File: config.mk
export PLATFORM = sky130hd
export DESIGN_NAME = three_wire_serial_master
export DESIGN_NICKNAME = d
export VERILOG_FILES = /design/src/tws_pkg.sv /design/src/three_wire_serial_master.sv /design/src/tws_front.sv /design/src/tws_queue.sv /design/src/tws_engine.sv
export SDC_FILE = /design/constraint.sdc
export NUM_CORES = 1
export LEC_CHECK = 0
export BUFFER_PORTS_ARGS = -buffer_cell sky130_fd_sc_hd__buf_2
export CORE_MARGIN = 2
export CORE_UTILIZATION = 50
export CTS_CLUSTER_SIZE = 30
export DETAILED_ROUTE_END_ITERATION = 8
export PLACE_DENSITY = 0.68
export SYNTH_ARGS = -nofsm -noshare
export SYNTH_HDL_FRONTEND = slang
export SYNTH_SLANG_ARGS = --single-unit
File: constraint.sdc
create_clock -name clk -period 4.78 [get_ports clk]
set_clock_uncertainty 0.15 [all_clocks]
set_input_delay 0.239 -clock clk [delete_from_list [all_inputs] [get_ports clk]]
set_output_delay 0.239 -clock clk [all_outputs]
set_load 0.05 [all_outputs]
File: src/tws_pkg.sv
// tws_pkg: shared types and constants for the three-wire serial master
// depends on nothing; used by every module under src
package tws_pkg;

    // data bytes a transaction can carry
    localparam int MAX_BYTES = 7;

    // field widths fixed by the link
    localparam int HALF_W    = 16;
    localparam int CMD_W     = 8;
    localparam int COUNT_W   = 3;
    localparam int DATA_W    = 56;

    // stream widths
    localparam int S_TDATA_W = 72;
    localparam int S_TUSER_W = 2;
    localparam int M_TDATA_W = 64;

    // reset value of the half period register
    localparam logic [HALF_W-1:0] HALF_RESET = HALF_W'(10);

    // default depth of the queue between front and engine
    localparam int QUEUE_DEPTH = 4;

    typedef enum logic [2:0] {
        PH_IDLE      = 3'd0,
        PH_CMD_LOW   = 3'd1,
        PH_CMD_HIGH  = 3'd2,
        PH_DATA_LOW  = 3'd3,
        PH_DATA_HIGH = 3'd4,
        PH_TAIL      = 3'd5
    } phase_t;

    // one classified tick request
    typedef struct packed {
        logic                start;
        logic                is_write;
        logic [CMD_W-1:0]    command;
        logic [COUNT_W-1:0]  bytes_total;
        logic [DATA_W-1:0]   write_data;
        logic                sio_in;
    } tws_req_t;

endpackage

File: src/three_wire_serial_master.sv
// three_wire_serial_master: top level of the tick-driven three-wire serial master
// depends on tws_pkg, tws_front, tws_queue, tws_engine
//
// Each request on the slave stream is one timing tick of the serial link and
// produces exactly one response on the master stream carrying the pin levels
// after that tick (chip select, serial clock, data out and drive enable) plus
// busy, a one-tick done pulse and the bytes read. A tick with start set while
// idle opens a transaction: chip select rises, the command byte goes out MSB
// first, then 1 to 7 data bytes are written or read LSB first. Each bit is a
// low half then a high half of half_period_ticks ticks each (0 acts as 1);
// read bits are sampled on the tick that ends the high half. The block takes
// one request per clock cycle while the queue has space: the front unpacks
// and classifies the request into a QUEUE_DEPTH-entry queue, and the engine
// retires one queued tick per cycle into the output register whenever that
// register is empty or being taken; a request waits in the queue, then in
// the output register. The half period register is written through cfg_we
// and cfg_wdata and should only change while the link is idle.
module three_wire_serial_master
#(
    parameter int QUEUE_DEPTH = tws_pkg::QUEUE_DEPTH
)
(
    input  logic                          clk,
    input  logic                          rst_n,
    // half period register write
    input  logic                          cfg_we,
    input  logic [tws_pkg::HALF_W-1:0]    cfg_wdata,
    // tick request stream
    input  logic                          s_tvalid,
    output logic                          s_tready,
    // command [7:0], byte_count [10:8], write_data [66:11], sio_in [67], zero pad
    input  logic [tws_pkg::S_TDATA_W-1:0] s_tdata,
    // start_req [0], is_write [1]
    input  logic [tws_pkg::S_TUSER_W-1:0] s_tuser,
    // tick response stream
    output logic                          m_tvalid,
    input  logic                          m_tready,
    // chip_select [0], serial_clock [1], sio_out [2], sio_drive [3],
    // busy_res [4], done_res [5], read_data [61:6], zero pad
    output logic [tws_pkg::M_TDATA_W-1:0] m_tdata
);

    tws_pkg::tws_req_t front_req;
    tws_pkg::tws_req_t queue_req;
    logic              q_full;
    logic              q_empty;
    logic              q_push;
    logic              q_pop;

    // queue space decides acceptance
    assign s_tready = !q_full;
    assign q_push   = s_tvalid && !q_full;

    tws_front u_front
    (
        .s_tdata (s_tdata),
        .s_tuser (s_tuser),
        .req     (front_req)
    );

    tws_queue
    #(
        .DEPTH (QUEUE_DEPTH)
    )
    u_queue
    (
        .clk      (clk),
        .rst_n    (rst_n),
        .push     (q_push),
        .push_req (front_req),
        .pop      (q_pop),
        .pop_req  (queue_req),
        .full     (q_full),
        .empty    (q_empty)
    );

    // serial engine with its output register
    tws_engine u_engine
    (
        .clk       (clk),
        .rst_n     (rst_n),
        .cfg_we    (cfg_we),
        .cfg_wdata (cfg_wdata),
        .req_valid (!q_empty),
        .req       (queue_req),
        .req_pop   (q_pop),
        .m_tvalid  (m_tvalid),
        .m_tready  (m_tready),
        .m_tdata   (m_tdata)
    );

endmodule

File: src/tws_front.sv
// tws_front: unpacks a stream request and classifies it for the engine
// depends on tws_pkg
module tws_front
(
    input  logic [tws_pkg::S_TDATA_W-1:0] s_tdata,
    input  logic [tws_pkg::S_TUSER_W-1:0] s_tuser,
    output tws_pkg::tws_req_t             req
);

    logic [tws_pkg::COUNT_W-1:0] count_raw;
    logic                        is_write;

    assign count_raw = s_tdata[10:8];
    assign is_write  = s_tuser[1];

    always_comb
    begin
        req.start    = s_tuser[0];
        req.is_write = is_write;
        req.command  = s_tdata[7:0];
        req.sio_in   = s_tdata[67];
        // write data only matters on a write, reads start from zero
        req.write_data = is_write ? s_tdata[66:11] : '0;
        // zero count acts as one, large count saturates
        if (count_raw == '0)
        begin
            req.bytes_total = tws_pkg::COUNT_W'(1);
        end
        else if ({1'b0, count_raw} > (tws_pkg::COUNT_W+1)'(tws_pkg::MAX_BYTES))
        begin
            req.bytes_total = tws_pkg::COUNT_W'(tws_pkg::MAX_BYTES);
        end
        else
        begin
            req.bytes_total = count_raw;
        end
    end

endmodule

File: src/tws_queue.sv
// tws_queue: short request fifo between the front and the serial engine
// depends on tws_pkg
module tws_queue
#(
    parameter int DEPTH = tws_pkg::QUEUE_DEPTH
)
(
    input  logic              clk,
    input  logic              rst_n,
    input  logic              push,
    input  tws_pkg::tws_req_t push_req,
    input  logic              pop,
    output tws_pkg::tws_req_t pop_req,
    output logic              full,
    output logic              empty
);

    localparam int PTR_W = (DEPTH > 1) ? $clog2(DEPTH) : 1;
    localparam int CNT_W = $clog2(DEPTH + 1);

    tws_pkg::tws_req_t mem [DEPTH];

    logic [PTR_W-1:0] wr_ptr_reg, wr_ptr_next;
    logic [PTR_W-1:0] rd_ptr_reg, rd_ptr_next;
    logic [CNT_W-1:0] count_reg,  count_next;

    assign full    = (count_reg == CNT_W'(DEPTH));
    assign empty   = (count_reg == '0);
    assign pop_req = mem[rd_ptr_reg];

    always_comb
    begin
        wr_ptr_next = wr_ptr_reg;
        rd_ptr_next = rd_ptr_reg;
        count_next  = count_reg;
        if (push)
        begin
            wr_ptr_next = (wr_ptr_reg == PTR_W'(DEPTH - 1)) ? '0 : wr_ptr_reg + 1'b1;
        end
        if (pop)
        begin
            rd_ptr_next = (rd_ptr_reg == PTR_W'(DEPTH - 1)) ? '0 : rd_ptr_reg + 1'b1;
        end
        if (push && !pop)
        begin
            count_next = count_reg + 1'b1;
        end
        else if (pop && !push)
        begin
            count_next = count_reg - 1'b1;
        end
    end

    always_ff @(posedge clk or negedge rst_n)
    begin
        if (!rst_n)
        begin
            wr_ptr_reg <= '0;
            rd_ptr_reg <= '0;
            count_reg  <= '0;
        end
        else
        begin
            wr_ptr_reg <= wr_ptr_next;
            rd_ptr_reg <= rd_ptr_next;
            count_reg  <= count_next;
        end
    end

    always_ff @(posedge clk)
    begin
        if (push)
        begin
            mem[wr_ptr_reg] <= push_req;
        end
    end

endmodule

File: src/tws_engine.sv
// tws_engine: serial link state machine, one tick per request, plus output register
// depends on tws_pkg
module tws_engine
(
    input  logic                          clk,
    input  logic                          rst_n,
    input  logic                          cfg_we,
    input  logic [tws_pkg::HALF_W-1:0]    cfg_wdata,
    input  logic                          req_valid,
    input  tws_pkg::tws_req_t             req,
    output logic                          req_pop,
    output logic                          m_tvalid,
    input  logic                          m_tready,
    output logic [tws_pkg::M_TDATA_W-1:0] m_tdata
);

    localparam int HW = tws_pkg::HALF_W;
    localparam int DW = tws_pkg::DATA_W;

    logic [HW-1:0]              half_period_reg;
    tws_pkg::phase_t            phase_reg, phase_next;
    logic [HW-1:0]              half_cnt_reg, half_cnt_next;
    logic [2:0]                 bit_idx_reg, bit_idx_next;
    logic [2:0]                 byte_idx_reg, byte_idx_next;
    logic [tws_pkg::CMD_W-1:0]  cmd_shift_reg, cmd_shift_next;
    logic [DW-1:0]              data_shift_reg, data_shift_next;
    logic [tws_pkg::COUNT_W-1:0] bytes_total_reg, bytes_total_next;
    logic                       write_mode_reg, write_mode_next;
    logic                       m_valid_reg;
    logic [tws_pkg::M_TDATA_W-1:0] m_data_reg, m_data_next;

    logic [HW-1:0] half_eff;
    logic          half_over;
    logic          done;
    logic [DW-1:0] rdata;
    logic [63:0]   shift_ext;
    logic [5:0]    pos_cur;
    logic [5:0]    pos_next;
    logic          cs, sclk, sout, drive;

    assign req_pop  = req_valid && (!m_valid_reg || m_tready);
    assign m_tvalid = m_valid_reg;
    assign m_tdata  = m_data_reg;

    assign half_eff  = (half_period_reg == '0) ? HW'(1) : half_period_reg;
    assign half_over = (half_cnt_reg >= half_eff);
    assign pos_cur   = {byte_idx_reg, bit_idx_reg};

    // next state of one tick
    always_comb
    begin
        phase_next       = phase_reg;
        half_cnt_next    = half_over ? half_cnt_reg : half_cnt_reg + 1'b1;
        bit_idx_next     = bit_idx_reg;
        byte_idx_next    = byte_idx_reg;
        cmd_shift_next   = cmd_shift_reg;
        data_shift_next  = data_shift_reg;
        bytes_total_next = bytes_total_reg;
        write_mode_next  = write_mode_reg;
        done             = 1'b0;
        rdata            = '0;
        shift_ext        = {8'b0, data_shift_reg};

        case (phase_reg)
            tws_pkg::PH_CMD_LOW:
            begin
                if (half_over)
                begin
                    phase_next    = tws_pkg::PH_CMD_HIGH;
                    half_cnt_next = HW'(1);
                end
            end
            tws_pkg::PH_CMD_HIGH:
            begin
                if (half_over)
                begin
                    half_cnt_next = HW'(1);
                    if (bit_idx_reg == '0)
                    begin
                        phase_next    = tws_pkg::PH_DATA_LOW;
                        bit_idx_next  = '0;
                        byte_idx_next = '0;
                    end
                    else
                    begin
                        bit_idx_next = bit_idx_reg - 1'b1;
                        phase_next   = tws_pkg::PH_CMD_LOW;
                    end
                end
            end
            tws_pkg::PH_DATA_LOW:
            begin
                if (half_over)
                begin
                    phase_next    = tws_pkg::PH_DATA_HIGH;
                    half_cnt_next = HW'(1);
                end
            end
            tws_pkg::PH_DATA_HIGH:
            begin
                if (half_over)
                begin
                    half_cnt_next = HW'(1);
                    if (!write_mode_reg)
                    begin
                        shift_ext[pos_cur] = shift_ext[pos_cur] | req.sio_in;
                        data_shift_next    = shift_ext[DW-1:0];
                    end
                    if (bit_idx_reg == 3'd7)
                    begin
                        if ({1'b0, byte_idx_reg} + 4'd1 >= {1'b0, bytes_total_reg})
                        begin
                            phase_next = tws_pkg::PH_TAIL;
                        end
                        else
                        begin
                            byte_idx_next = byte_idx_reg + 1'b1;
                            bit_idx_next  = '0;
                            phase_next    = tws_pkg::PH_DATA_LOW;
                        end
                    end
                    else
                    begin
                        bit_idx_next = bit_idx_reg + 1'b1;
                        phase_next   = tws_pkg::PH_DATA_LOW;
                    end
                end
            end
            tws_pkg::PH_TAIL:
            begin
                if (half_over)
                begin
                    phase_next    = tws_pkg::PH_IDLE;
                    half_cnt_next = '0;
                    done          = 1'b1;
                    if (!write_mode_reg)
                    begin
                        rdata = data_shift_reg;
                    end
                end
            end
            default:
            begin
                phase_next    = tws_pkg::PH_IDLE;
                half_cnt_next = '0;
                if (req.start)
                begin
                    bytes_total_next = req.bytes_total;
                    write_mode_next  = req.is_write;
                    cmd_shift_next   = req.command;
                    data_shift_next  = req.write_data;
                    bit_idx_next     = 3'd7;
                    byte_idx_next    = '0;
                    half_cnt_next    = HW'(1);
                    phase_next       = tws_pkg::PH_CMD_LOW;
                end
            end
        endcase
    end

    // pin levels after the tick
    always_comb
    begin
        pos_next = {byte_idx_next, bit_idx_next};
        cs       = phase_next inside {tws_pkg::PH_CMD_LOW, tws_pkg::PH_CMD_HIGH,
                                      tws_pkg::PH_DATA_LOW, tws_pkg::PH_DATA_HIGH};
        sclk     = !(phase_next inside {tws_pkg::PH_CMD_LOW, tws_pkg::PH_DATA_LOW});
        drive    = 1'b0;
        sout     = 1'b0;
        if (phase_next inside {tws_pkg::PH_CMD_LOW, tws_pkg::PH_CMD_HIGH})
        begin
            drive = 1'b1;
            sout  = cmd_shift_next[bit_idx_next];
        end
        else if ((phase_next inside {tws_pkg::PH_DATA_LOW, tws_pkg::PH_DATA_HIGH})
                 && write_mode_next)
        begin
            drive = 1'b1;
            sout  = data_shift_next[pos_next];
        end
        m_data_next = {2'b00, rdata, done, (phase_next != tws_pkg::PH_IDLE),
                       drive, sout, sclk, cs};
    end

    always_ff @(posedge clk or negedge rst_n)
    begin
        if (!rst_n)
        begin
            half_period_reg <= tws_pkg::HALF_RESET;
            phase_reg       <= tws_pkg::PH_IDLE;
            half_cnt_reg    <= '0;
            bit_idx_reg     <= '0;
            byte_idx_reg    <= '0;
            cmd_shift_reg   <= '0;
            data_shift_reg  <= '0;
            bytes_total_reg <= '0;
            write_mode_reg  <= 1'b0;
            m_valid_reg     <= 1'b0;
        end
        else
        begin
            if (cfg_we)
            begin
                half_period_reg <= cfg_wdata;
            end
            if (req_pop)
            begin
                phase_reg       <= phase_next;
                half_cnt_reg    <= half_cnt_next;
                bit_idx_reg     <= bit_idx_next;
                byte_idx_reg    <= byte_idx_next;
                cmd_shift_reg   <= cmd_shift_next;
                data_shift_reg  <= data_shift_next;
                bytes_total_reg <= bytes_total_next;
                write_mode_reg  <= write_mode_next;
                m_valid_reg     <= 1'b1;
            end
            else if (m_tready)
            begin
                m_valid_reg <= 1'b0;
            end
        end
    end

    always_ff @(posedge clk)
    begin
        if (req_pop)
        begin
            m_data_reg <= m_data_next;
        end
    end

endmodule

; ---- Word level (Yosys, flattened, before mapping)
; Memory sizes are Yosys's and may differ from the RTL's.
; Index checks and enable logic that the tools add are counted.
[word_totals]
inputBits = 95
ff_bits = 179
out_inout_bits = 66
word_cells = 140
memories = 1
mem_bits_rw = 280
[op_classes]
reduce_logical = 30
n_bitwise = 4
n_lt_le_gt_ge = 6
addsub = 9
eq_ne = 13
mux = 60
[mem_list]
columns = name, depth, word_bits, rd, rd_clocked_by_memory_dff, write_ports, line
row1 = u_queue.mem, 4, 70, 1, 0, 1, tws_queue.sv:21  ; tws_pkg::tws_req_t mem [DEPTH];
[ops]
columns = op, count
row1 = $mux W56, 4
row2 = $pmux W56 S2, 1
row3 = $mux W3, 22
row4 = $bwmux W64, 1
row5 = $mux W16, 3
row6 = $pmux W16 S2, 1
row7 = $pmux W3 S3, 2
row8 = $add A16 B1 Y16 const B, 1
row9 = $ge A16 B16 Y1, 1
row10 = $logic_not A16 Y1, 1
row11 = $mux W1, 16
row12 = $mux W8, 2
row13 = $eq A3 B3 Y1 const B, 5
row14 = $pmux W3 S5, 1
row15 = $lt A6 B7 Y1 const B, 2
row16 = $bmux W1 S6, 2
row17 = $eq A3 B2 Y1 const B, 4
row18 = $reduce_bool A2 Y1, 5
row19 = $add A3 B1 Y3 const B, 3
row20 = $logic_not A3 Y1, 3
row21 = $reduce_or A4 Y1, 2
row22 = $demux W1 S6, 1
row23 = $eq A3 B1 Y1 const B, 2
row24 = $ge A6 B1 Y1 const B, 1
row25 = other kinds (18), 36

; ---- Longest topological paths before layout
[logic_depth]
word_depth = 12
mapped_depth = 18

; ---- By module
; From an unflattened synthesis, not the netlist that was laid out.
[unflattened]
cells_unflattened = 1773
hier_area_um2 = 22435.3
[modules_own_cells]
columns = module, cells_per_inst, seq_area_each_um2, area_per_inst_um2, n_inst
row1 = tws_engine, 1291, 4616.9, 11318.4, 1
row2 = tws_queue, 403, 8583.2, 10593.9, 1
row3 = tws_front, 76, 0.0, 509.2, 1
row4 = three_wire_serial_master, 3, 0.0, 13.8, 1

; ---- Worst setup path before layout
; No wires, ideal clock.
[synth_timing]
path_type = flip-flop to flip-flop
startpoint = register u_engine.half_period_reg[9]
endpoint = register u_engine.m_data_reg, in the netlist u_engine.m_tdata[2] (data pin)
stages_incl_launch_ff = 17
t_arrival_ns = 3.475
setup_time_ns = 0.267
required_time_ns = 4.363
path_slack_ns = 0.888
cell_sequence = dfrtp_1 > nor4_1 > a41o_1 > ha_1 > nor2b_1 > o211a_1 > o31ai_2 > and3_1 > mux2_2 > a31oi_2 > buf_4 > buf_2 > o211ai_1 > o2111ai_1 > o221ai_1 > nor4b_2 > o32ai_1
[synth_between]
elab_chain_len = 10
[synth_lines]
columns = item, line
row1 = from (decl), tws_engine.sv:20  ; logic [HW-1:0] half_period_reg;
row2 = from (signal assigned), tws_engine.sv:189  ; half_period_reg <= tws_pkg::HALF_RESET;
row3 = from (signal assigned), tws_engine.sv:204  ; half_period_reg <= cfg_wdata;
row4 = $logic_not A16 Y1, tws_engine.sv:45  ; assign half_eff = (half_period_reg == '0) ? HW'(1) : half_period_reg;
row5 = $mux W16 *, tws_engine.sv:45
row6 = $ge A16 B16 Y1 *, tws_engine.sv:46  ; assign half_over = (half_cnt_reg >= half_eff);
row7 = branches (longest 6 deep; another with $bmux W1 S6), n/a
row8 = $mux W1 *, tws_engine.sv:170  ; if (phase_next inside {tws_pkg::PH_CMD_LOW, tws_pkg::PH_CMD_HIGH})
row9 = net u_engine.m_data_next (one bit), tws_engine.sv:30  ; logic [tws_pkg::M_TDATA_W-1:0] m_data_reg, m_data_next;
row10 = to (signal assigned), tws_engine.sv:229  ; m_data_reg <= m_data_next;
row11 = to (decl), tws_engine.sv:30
; Mark *: on every way through the listed nets, which the timed path passes. The select of a mux whose other input is x is not followed.
; A chain may end at the register's enable or synchronous reset.

; ---- Final worst setup path
; Ends and elaborated chain as after synthesis.

==> results by group <==
Synthesis
  – Sequential share of the synthesized area: between 60% and 70%
  – Simple-Gate Fraction of Synth Area: around 13%
  – Top-area cell type share of the netlist area: ~47%
  – Syn Area/Cell: around 13 um2
  – Netlist cell types: 84
  – Synth Instances: between 1500 and 2000
  – Synth Area in Compound Gates: a little over a tenth
  – Seq cells post-synth: 459
  – Dominant cells by area after synthesis: edfxtp_1, dfrtp_1, mux4_2
  – Post-synth top cells: edfxtp_1, nand2_1, and2_1, dfrtp_1, o21ai_0
  – Count of flip-flops with a built-in enable after synthesis: 342
  – Post-Synth Adder-Cell Area: around 1.9%
  – Most common cell in the netlist: edfxtp_1
  – Multiplexer share of the synthesized area: 9.97%
  – Ys async rst share: between 20% and 30%
  – Largest family of logic cells by synthesized area: simple AND/OR/NAND/NOR gates
  – Syn Std Cell Area: 21800 um2
  – Most used DFF post-synth: edfxtp_1
  – Post-Synth XOR/XNOR Area: less than 1%
  – Yosys Warn Count: 0
  – Cell type with the largest total area after synthesis: edfxtp_1

STA
  – Final Max Slew Viols: 0
  – Fin crit share: 94.0%
  – Hold_ws: roughly 0.024 ns
  – Least-Margin Pin Slew: roughly 1.0 ns
  – Hold Vio Cnt, Final: 0
  – RSZ-0062 raised after global routing: no
  – Total Neg Setup Slack: 0 ns
  – Fin worst setup slack: 0.287 ns
  – Min cycle time layout: about 4.5 ns
  – Peak Freq: 0.223 GHz
  – Final setup fails: 0
  – Worst slew margin: between 30% and 40%

Power
  – Flop pwr share: 34.0%
  – Reported net switching power: roughly 7.2 mW
  – Clk pwr share: 21.4%
  – Cell leakage power: ~10 nW
  – Pwr Total: around 18 mW
  – Sw frac: approximately two fifths
  – Peak supply drop: roughly 0.4 mV
  – Power Density: 671 nW/um2
  – Combinational share of power: 44.6%
  – Pint: 10.5 mW

Final layout
  – Filler cell count: ~3400
  – Largest register FFs: between 200 and 300
  – Layout Area Growth over Synthesis: 21.1%
  – # nets final: 2146
  – Layout cells sized above 1: a little over a fifth
  – N_diodes: 0
  – Post-route cell area: between 20000 and 30000 um2
  – Storage cell area: ~13000 um2
  – Area occupied by multi-input gates: around 7900 um2

Setup path
  – Peak per-stage delay on the critical path: roughly 0.4 ns
  – Worst Path Class, Setup: flop to flop
  – Critical Path End Type: flop
  – Startpoint types: flop
  – Worst path bufs/invs: 4
  – Req. time, crit path: around 5 ns
  – Most used cell along the critical path: buf_4
  – Critical path fanouts, max: 33
  – CP cell instances: nor4_1, a41o_1, ha_1, nor2b_1, o211a_1, o31ai_2, buf_4, nand3_1, buf_4, nand4_1, a31oi_2, buf_12, nor2b_1, a22oi_1, a21oi_1, nor4_1, nor4b_2, buf_4, o32ai_1
  – WP data arrival: about 4.7 ns
  – CP top delay family: simple AND/OR/NAND/NOR gates
  – Crit-path slowest cell: dfrtp_1

Routing
  – Vias per Instance: just under 6
  – Starting DRC count in detailed routing: roughly 1700
  – Via count: between 15000 and 20000
  – DR WL/cell: ~24 um
  – Final routed DRC violation total: 0
  – Post-route ant nets: 0
  – Final wirelength: between 60 and 70 mm
  – Drt pass-1 iters: 5

Place
  – HPWL after DPL: 43.4 mm
  – Worst slack, placed: ~0.35 ns
  – Routability congestion estimate: between 0.9 and 1
  – Cell Area, Placed: 23600 um2
  – Port Buffers: roughly 150

Clocking
  – Clk root buf: clkbuf_16
  – Max clock buf depth: 3
  – Clk pin slew, worst setup/hold paths: 0.06 ns
  – Postcts setup bufs: 0
  – CTS tree: done
  – Clock sink total: between 400 and 500
  – Deepest level of the CTS H-tree: 2
  – Num CTS Buffers: 47
  – Worst skew pair latency: ~0.61 ns

Global route
  – Met3 Track Usage GR: between 5 and 6%
  – GRT Overall Usage: 29.0%
  – Overflow after GRT: 0
  – GRT busiest layer: met2
  – Vias in the first global route: about 15000
  – Global-route wire length before repair: just under 100 mm
  – Initial antenna violation count: 1
  – Met2 usage: 43.9%
  – M1 GR Usage: 42.2%
  – Largest net degree at the start of global routing: 100

Job
  – Maxcap violations: 0

Run status
  – Status: complete, no violations

Floorplan
  – Core footprint: 43100 um2
  – DIE AREA: about 45000 um2
  – # rows: 76
  – Initial Util: between 50% and 60%
  – IO Pins: ~160
  – Die height: approximately 210 um
  – DIE WIDTH: approximately 210 um

Hold path
  – Worst min path class: primary input to flop
-- power by group through the flow --
stage | registers (mW) | clock network (mW) | logic (mW)
after floorplan | 6.25 | 0 | 4.68
after global placement | 6.02 | 0 | 7.68
after detailed placement | 6.07 | 0 | 7.71
after CTS | 6.00 | 3.84 | 7.82
after global routing | 6.10 | 4.00 | 8.43
final | 6.02 | 3.78 | 7.90
-- cell type report --
cell class / count / area share, %
Clock inverter: 30 / 1.36
Tap cell: 585 / 2.78
Clock buffer: 58 / 4.65
Multi-Input combinational cell: 1104 / 30.1
Timing Repair Buffer: 366 / 10.5
Sequential cell: 459 / 50.1
Inverter: 40 / 0.574
-- layer usage --
metal	part of all wire [%]	vias up
li1	-	7073
met3	7.5	128
met2	44	723
met1	45	7842
met4	3.5	2
met5	0.020	-
-- worst min-delay path: cells and delay by family --
kind	cells	cell delay (ns)
buf+inv	1	0.10
compound gates	1	0.12
simple gates	1	0.25
-- cell usage in the layout (no fill, tap or decap), types with 10 or more instances in the layout --
cell type / netlist / layout
nor2b_1: 13 / 13
clkinv_2: 0 / 11
nand4_1: 10 / 10
nor3_1: 30 / 29
dfrtp_1: 115 / 113
nor2_1: 82 / 82
a31oi_1: 36 / 36
o211ai_1: 12 / 12
mux2_2: 21 / 21
clkbuf_1: 70 / 10
edfxtp_1: 342 / 342
dlygate4sd3_1: 0 / 117
nand3_1: 31 / 31
buf_2: 23 / 153
xor2_1: 13 / 13
and2_1: 120 / 120
buf_4: 8 / 88
clkbuf_16: 0 / 47
nor4_1: 13 / 13
nand2_1: 212 / 212
mux2i_1: 23 / 23
inv_1: 40 / 39
and3_1: 24 / 20
a311oi_1: 13 / 13
ha_1: 32 / 32
o21ai_0: 112 / 112
a21oi_1: 69 / 69
mux4_2: 75 / 75
-- worst paths after layout --
check / from / endpoint / slack (ns) / depth (start not counted)
worst max-delay path: u_engine.half_period_reg[9]$_DFFE_PN0P_ / u_engine.m_tdata[2]$_DFFE_PP_ / 0.29 / 19
worst min-delay path: s_tvalid / u_queue.wr_ptr_reg[1]$_DFFE_PN0P_ / 0.02 / 3
worst max register to register: u_engine.half_period_reg[9]$_DFFE_PN0P_ / u_engine.m_tdata[2]$_DFFE_PP_ / 0.29 / 19
worst min register to register: u_engine.m_tvalid$_DFFE_PN0P_ / u_engine.m_tvalid$_DFFE_PN0P_ / 0.34 / 2
max in group asynchronous: rst_n / u_queue.wr_ptr_reg[1]$_DFFE_PN0P_ / 3.01 / 3
min in group asynchronous: rst_n / u_engine.data_shift_reg[5]$_DFFE_PN0P_ / 0.26 / 3
-- kinds of logic (layout without fill, tap and decap cells) --
logic type,count (synthesis),after routing
other,1,2
buffers and inverters,155,494
muxes,120,120
AOI/OAI and AO/OA,359,359
adders and majority gates,33,33
and+or+nand+nor,573,573
xor gates and xnor gates,17,17
DFF,459,459
-- what timing repair did --
| action | CTS | global route |
|---|---|---|
| gates resized for setup | 0 | 0 |
| hold buffers | 117 | 0 |
| endpoints found under the hold margin | 383 | 0 |
-- through the flow --
stage / utilization, % / std cells
detailed placement: 54.8 / 2437
floorplan: - / 1718
CTS: 61.2 / 2642
global placement: 54.8 / 2437
finish: 61.2 / 2642
global route: 61.2 / 2642
Power figures use the tool's default switching activity.
